`src/sv/hsd_pkg.sv`:
```
// Shared constants and decode functions for the Hamming SEC decoder.
// No dependencies; imported by hsd_pipe and hamming_sec_decoder.
package hsd_pkg;

   localparam int CodeW     = 63;  // codeword width, position k+1 in bit k
   localparam int DataW     = 57;  // data positions in a full-length codeword
   localparam int SynW      = 6;   // syndrome / length width
   localparam int MaxLenDef = 63;
   localparam int CsrDataW  = 32;
   localparam int CsrAddrW  = 3;

   // register indexes
   localparam logic [0:0] RegCodeLength = 1'b0;

   // keep only positions 1..len
   function automatic logic [CodeW-1:0] len_mask(input logic [SynW-1:0] len);
      logic [CodeW-1:0] m;
      for (int k = 0; k < CodeW; k++) begin
         m[k] = (SynW'(k) < len);
      end
      return m;
   endfunction

   // each syndrome bit is the parity over positions that have that bit set
   function automatic logic [SynW-1:0] calc_syndrome(input logic [CodeW-1:0] w);
      logic [SynW-1:0] s;
      logic [SynW-1:0] q;
      s = '0;
      for (int k = 0; k < CodeW; k++) begin
         q = SynW'(k + 1);
         for (int b = 0; b < SynW; b++) begin
            if (q[b]) begin
               s[b] = s[b] ^ w[k];
            end
         end
      end
      return s;
   endfunction

   // gather the non-power-of-two positions in ascending order (pure wiring)
   function automatic logic [DataW-1:0] pack_data(input logic [CodeW-1:0] w);
      logic [DataW-1:0] d;
      int n;
      int q;
      d = '0;
      n = 0;
      for (int k = 0; k < CodeW; k++) begin
         q = k + 1;
         if ((q & (q - 1)) != 0) begin
            d[n] = w[k];
            n = n + 1;
         end
      end
      return d;
   endfunction

endpackage

```
`src/sv/hsd_pipe.sv`:
```
// Three-stage decode pipeline: mask, syndrome, correct and pack.
// Depends on hsd_pkg.
module hsd_pipe
   import hsd_pkg::*;
(
   input  logic             clock,
   input  logic             reset,
   input  logic [SynW-1:0]  code_len,
   input  logic             req_valid,
   output logic             req_stall,
   input  logic [CodeW-1:0] req_codeword,
   output logic             rsp_valid,
   input  logic             rsp_stall,
   output logic [DataW-1:0] rsp_data_bits,
   output logic [SynW-1:0]  rsp_syndrome,
   output logic             rsp_corrected,
   output logic             rsp_uncorrectable
);

   // stage valids
   logic v1_ff, v1_in, v2_ff, v2_in, v3_ff, v3_in;
   // stage payloads
   logic [CodeW-1:0] w1_ff, w1_in, w2_ff, w2_in;
   logic [SynW-1:0]  len1_ff, len2_ff;
   logic [SynW-1:0]  syn2_ff, syn2_in;
   logic [DataW-1:0] data3_ff, data3_in;
   logic [SynW-1:0]  syn3_ff;
   logic             corr3_ff, corr3_in, unc3_ff, unc3_in;
   logic [CodeW-1:0] flip;
   logic             rdy1, rdy2, rdy3;

   // a stage may load when empty or when it hands its word on
   assign rdy3      = !v3_ff || !rsp_stall;
   assign rdy2      = !v2_ff || rdy3;
   assign rdy1      = !v1_ff || rdy2;
   assign req_stall = !rdy1;

   // stage 1: drop bits beyond the code length
   assign w1_in = req_codeword & len_mask(code_len);
   assign v1_in = rdy1 ? req_valid : v1_ff;

   // stage 2: syndrome over the masked word
   assign syn2_in = calc_syndrome(w1_ff);
   assign w2_in   = w1_ff;
   assign v2_in   = rdy2 ? v1_ff : v2_ff;

   // stage 3: flip the addressed position if it lies in the code, then pack
   always_comb begin
      for (int k = 0; k < CodeW; k++) begin
         flip[k] = (syn2_ff == SynW'(k + 1));
      end
      corr3_in = (syn2_ff != '0) && (syn2_ff <= len2_ff);
      unc3_in  = (syn2_ff != '0) && (syn2_ff > len2_ff);
      data3_in = pack_data(corr3_in ? (w2_ff ^ flip) : w2_ff);
   end
   assign v3_in = rdy3 ? v2_ff : v3_ff;

   always_ff @(posedge clock) begin
      if (reset) begin
         v1_ff <= 1'b0;
         v2_ff <= 1'b0;
         v3_ff <= 1'b0;
      end else begin
         v1_ff <= v1_in;
         v2_ff <= v2_in;
         v3_ff <= v3_in;
      end
   end

   // payload registers load only when their stage advances
   always_ff @(posedge clock) begin
      if (rdy1) begin
         w1_ff   <= w1_in;
         len1_ff <= code_len;
      end
      if (rdy2) begin
         w2_ff   <= w2_in;
         syn2_ff <= syn2_in;
         len2_ff <= len1_ff;
      end
      if (rdy3) begin
         data3_ff <= data3_in;
         syn3_ff  <= syn2_ff;
         corr3_ff <= corr3_in;
         unc3_ff  <= unc3_in;
      end
   end

   assign rsp_valid         = v3_ff;
   assign rsp_data_bits     = data3_ff;
   assign rsp_syndrome      = syn3_ff;
   assign rsp_corrected     = corr3_ff;
   assign rsp_uncorrectable = unc3_ff;

   // a word is never both repaired and flagged
   a_flags_exclusive: assert property (@(posedge clock) disable iff (reset)
      rsp_valid |-> !(rsp_corrected && rsp_uncorrectable))
      else $error("corrected and uncorrectable both set");

   // any flag implies a nonzero syndrome
   a_flag_needs_syn: assert property (@(posedge clock) disable iff (reset)
      rsp_valid && (rsp_corrected || rsp_uncorrectable) |-> rsp_syndrome != '0)
      else $error("flag raised with zero syndrome");

   // zero syndrome always ends up with no flag
   a_syn_zero_clean: assert property (@(posedge clock) disable iff (reset)
      rsp_valid && rsp_syndrome == '0 |-> !rsp_corrected && !rsp_uncorrectable)
      else $error("flag raised on clean word");

   // an accepted word lands in stage 1
   a_accept_loads: assert property (@(posedge clock) disable iff (reset)
      req_valid && !req_stall |=> v1_ff)
      else $error("accepted word lost at stage 1");

endmodule

```
`src/sv/hamming_sec_decoder.sv`:
```
// Throughput: one codeword per cycle while rsp_stall is low; the three registered
// stages (mask, syndrome XOR trees, correct and pack) each advance when the next has room.
// Reset (synchronous, active high) empties the pipeline and sets
// code_length to 7. Top level of the Hamming SEC decoder.
// Depends on hsd_pkg and hsd_pipe.
module hamming_sec_decoder
   import hsd_pkg::*;
#(
   parameter int MAX_LEN = MaxLenDef
) (
   input  logic                clock,
   input  logic                reset,
   // configuration
   input  logic                psel,
   input  logic                penable,
   input  logic                pwrite,
   input  logic [CsrAddrW-1:0] paddr,
   input  logic [CsrDataW-1:0] pwdata,
   output logic [CsrDataW-1:0] prdata,
   output logic                pready,
   // codeword in
   input  logic                req_valid,
   output logic                req_stall,
   input  logic [CodeW-1:0]    req_codeword,
   // result out
   output logic                rsp_valid,
   input  logic                rsp_stall,
   output logic [DataW-1:0]    rsp_data_bits,
   output logic [SynW-1:0]     rsp_syndrome,
   output logic                rsp_corrected,
   output logic                rsp_uncorrectable
);

   localparam logic [SynW-1:0] MaxLenC = SynW'(MAX_LEN);
   localparam logic [SynW-1:0] LenRst  = SynW'(7);

   logic [SynW-1:0] code_length_ff, code_length_in;
   logic [SynW-1:0] len_eff;
   logic            wr_en;

   // register write on the access phase
   assign pready = 1'b1;
   assign wr_en  = psel && penable && pwrite && pready
                   && (paddr[CsrAddrW-1] == RegCodeLength);
   assign code_length_in = wr_en ? pwdata[SynW-1:0] : code_length_ff;

   always_ff @(posedge clock) begin
      if (reset) begin
         code_length_ff <= LenRst;
      end else begin
         code_length_ff <= code_length_in;
      end
   end

   // read back
   assign prdata = (paddr[CsrAddrW-1] == RegCodeLength)
                   ? CsrDataW'(code_length_ff) : '0;

   // clip to the configured maximum
   assign len_eff = (code_length_ff > MaxLenC) ? MaxLenC : code_length_ff;

   hsd_pipe u_pipe (
      .clock             (clock),
      .reset             (reset),
      .code_len          (len_eff),
      .req_valid         (req_valid),
      .req_stall         (req_stall),
      .req_codeword      (req_codeword),
      .rsp_valid         (rsp_valid),
      .rsp_stall         (rsp_stall),
      .rsp_data_bits     (rsp_data_bits),
      .rsp_syndrome      (rsp_syndrome),
      .rsp_corrected     (rsp_corrected),
      .rsp_uncorrectable (rsp_uncorrectable)
   );

endmodule
```
`config.mk`:
```
export PLATFORM = sky130hd
export DESIGN_NAME = hamming_sec_decoder
export DESIGN_NICKNAME = d
export VERILOG_FILES = /design/src/sv/hsd_pkg.sv /design/src/sv/hsd_pipe.sv /design/src/sv/hamming_sec_decoder.sv
export SDC_FILE = /design/constraint.sdc
export NUM_CORES = 1
export LEC_CHECK = 0
export BUFFER_PORTS_ARGS = -buffer_cell sky130_fd_sc_hd__clkbuf_2
export CORE_AREA = 2 2 150 152
export CTS_CLUSTER_SIZE = 25
export DETAILED_ROUTE_END_ITERATION = 10
export DIE_AREA = 0 0 152 154
export PLACE_DENSITY_LB_ADDON = 0.15
export SLEW_MARGIN = 20
export SYNTH_ARGS = -nofsm -noshare
export SYNTH_HDL_FRONTEND = slang
export SYNTH_SLANG_ARGS = --single-unit
```
`constraint.sdc`:
```
create_clock -name clock -period 2.6 [get_ports clock]
set_clock_uncertainty 0.2 [all_clocks]
set_input_delay 0.13 -clock clock [delete_from_list [all_inputs] [get_ports clock]]
set_output_delay 0.13 -clock clock [all_outputs]
set_load 0.01 [all_outputs]
```
==> summary.md <==
| Metric | Value |
|---|---|
| Final period util | `0.918` |
| GRT Util Overall | `0.189` |
| P&R area growth vs syn | `26.3%` |
| RSZ-0062 raised after global routing | `no` |
| Crit path capture type | `register` |
| Die Y | `154 microns` |
| Sw Share | `0.259` |
| Fin. Hold Viols | `0` |
| Final wirelength | `21.9 mm` |
| Initial antenna violation count | `0` |
| # Post-CTS Setup Buffers | `0` |
| Quantity of gates resized following cts | `0` |
| Crit Path Class | `reg2reg` |
| Post-Syn Area | `9610 sq um` |
| Gr ovfl total | `0` |
| Number of global-route vias before repair | `6,082` |
| Relative max-transition margin | `0.537` |
| Final net count | `1,051` |
| Most frequent cells in the layout | `edfxtp_1 (203), clkbuf_2 (149), xnor2_1 (137), dlygate4sd3_1 (77), nand3_1 (60)` |
| Synth Warn # | `0` |
| Delay-heaviest family, CP | `compound AO/OA/AOI/OAI gates` |
| Synth Register Bits | `212` |
| Number of synthesized flops with an enable pin | `203` |
| Sw Pwr | `2.21 mW` |
| Dpl hpwl | `16.4 mm` |
| M1 WL | `9.91 mm` |
| Top area cells in the synthesized netlist | `edfxtp_1 (63%), xnor2_1 (12%), nand3_1 (3.1%)` |
| WL/cell | `17.7 microns` |
| Met2 Wirelength | `10.3 mm` |
| Synth area leader | `edfxtp_1` |
| Critical-path cell list | `ha_1 > a41oi_1 > o21ai_0 > o22ai_4 > buf_12 > nand3_1 > xnor2_1` |
| Diode count | `0` |
| Hold Buf Count CTS | `77` |
| CTS tree | `built` |
| CP max stage delay | `0.40 ns` |
| Slowest CP cell | `edfxtp_1` |
| Final worst path period need | `2.39 ns` |
| Top FF cell, synth | `edfxtp_1` |
| Comb pwr share | `0.175` |
| Post-synthesis sequential area ratio | `0.653` |
| CP Data Required Time | `2.64 ns` |
| Fraction of layout cells with a size suffix above 1 | `0.215` |
| PD cells | `703 nW/um^2` |
| Iteration-0 DRC Markers | `375` |
| Io pins | `205` |
| Total vias in the final route | `5,990` |
| Endpoints failing setup | `0` |
| Synth unique cells | `42` |
| Routed wl met3 | `1.21 mm` |
| Clock sinks | `212` |
| Die area | `23,400 sq um` |
| Initial core utilization | `0.443` |
| GPL Wtd Cong | `0.836` |
| Most common cell after layout, fill and taps aside | `edfxtp_1` |
| Status | `complete, no violations` |
| Root Buffer | `clkbuf_16` |
| Worst setup SP type | `register` |
| Row cnt | `54` |
| First-pass DRT Iterations | `4` |
| Number of max-cap violations | `0` |
| Syn_area_per_cell | `13.7 sq um` |
| # fillers | `1,779` |
| Cell-internal power | `6.32 mW` |
| Die Span X | `152 microns` |
| Total CTS buffers | `22` |
| Clk_lat worst skew | `0.49 ns` |
| Worst hold slack | `0.0280 ns` |
| Clock share of power | `0.343` |
| Setup tns final | `0 ns` |
| Largest net degree at the start of global routing | `70` |
| Peak VDD IR | `0.000444 V` |
| CTS Buffer Depth | `3` |
| Drt drc | `0` |
| Reg clk slew, reported paths | `0.06 ns` |
| Count of input and output buffers | `149` |
| Flop pwr share | `0.482` |
| Core area | `21,700 sq um` |
| LEAKAGE | `5.13 nW` |
| Async SR Flop Fraction | `0` |
| Cells after Synth | `703` |
| Max Freq | `0.419 GHz` |
| Worst hold path type | `in2reg` |
| Crit path DAT | `2.42 ns` |
| CTS H-tree lvls | `1` |
| Antenna Violating Nets Remaining | `0` |
| Synth top area share | `0.635` |
| Worst slew pin tran | `0.694 ns` |
| Top Layer Used | `met4` |
| Critical path buffers and inverters | `1` |
| Pins over their slew limit | `0` |
| Maximum fanout along the worst path | `59` |
| Via density | `4.85` |
| First-pass GRT wire length | `34.5 mm` |
==> final timing paths <==
kind,startpoint,endpoint,slack [ns],cells after the start
setup / recovery,u_pipe.syn2_ff[4],u_pipe.rsp_data_bits[50],0.21,7
setup reg to reg,u_pipe.syn2_ff[4],u_pipe.rsp_data_bits[50],0.21,7
hold reg to reg,u_pipe.len1_ff[0],u_pipe.len2_ff[0],0.23,0
hold / removal,pwrite,code_length_ff[1],0.03,3
==> sequential cells by signal, indices dropped and copies added (netlist names) <==
name                      flops
u_pipe.rsp_corrected          1
u_pipe.w2_ff                 57
code_length_ff                6
u_pipe.syn2_ff                6
u_pipe.v1_ff                  1
u_pipe.v2_ff                  1
u_pipe.rsp_data_bits         57
u_pipe.rsp_syndrome           6
u_pipe.w1_ff                 63
u_pipe.rsp_valid              1
u_pipe.len2_ff                6
u_pipe.rsp_uncorrectable      1
u_pipe.len1_ff                6
==> worst min-delay path: cells and delay by family <==
kind | cells | cell delay (ns)
buffers and inverters | 1 | 0.08
AO/OA/AOI/OAI | 1 | 0.18
AND/OR/NAND/NOR | 1 | 0.30
==> per-stage QoR <==
stage	worst slack (ns)	total power [mW]	cell area, sq um	util	std cells
floorplan	0.0777	5.04	9700	-	728
global placement	0.298	5.58	10700	0.493	1119
detailed placement	0.246	5.61	10700	0.493	1119
CTS	0.235	8.62	12100	0.559	1235
global route	0.0900	8.90	12100	0.559	1235
finish	0.213	8.52	12100	0.559	1235
==> synthesized netlist by cell type (all sizes together), types with 7 or more instances <==
master  number
a21boi      15
inv         14
nor3        10
xor2        20
nand3       60
a21oi       19
nand2b       7
o21ai        7
and3        11
dfxtp        9
nor2        34
clkbuf      29
xnor2      137
edfxtp     203
nor2b       17
buf         31
nand2       27
==> cell families (layout without fill, tap and decap cells) <==
| kind of cell | after synthesis | after routing | share of synthesized area |
|---|---|---|---|
| AO/OA/AOI/OAI | 56 | 56 | 0.0383 |
| XOR/XNOR | 164 | 164 | 0.160 |
| adder cells (fa/ha/maj) | 6 | 6 | 0.00781 |
| buffers and inverters | 75 | 302 | 0.0401 |
| flip-flops | 212 | 212 | 0.653 |
| multiplexers | 3 | 3 | 0.00313 |
| other | 2 | 27 | 0.000782 |
| AND/OR/NAND/NOR | 185 | 185 | 0.0969 |
==> power by group through the flow <==
stage / combinational (mW) / sequential (mW) / clock (mW)
floorplan: 0.802 / 4.24 / 0
CTS: 1.51 / 4.11 / 2.99
detailed placement: 1.42 / 4.19 / 0
finish: 1.50 / 4.11 / 2.92
global placement: 1.40 / 4.18 / 0
global route: 1.64 / 4.13 / 3.12
==> final cells by class <==
| class | count | area [sq um] | share of cell area |
|---|---|---|---|
| clock buffers | 29 | 598 | 0.0493 |
| repair buffers | 248 | 1720 | 0.142 |
| well taps | 280 | 350 | 0.0289 |
| clock inverters | 10 | 72.6 | 0.00598 |
| multi-input cells | 441 | 3060 | 0.252 |
| inverters | 15 | 56.3 | 0.00464 |
| flip-flops and latches | 212 | 6280 | 0.517 |
==> per-layer routing <==
metal,vias up,track usage
met5,-,0
met4,0,0.0601
met3,33,0.0273
met2,245,0.308
met1,2798,0.264
li1,2914,-
(Power assumes the default switching activity.)
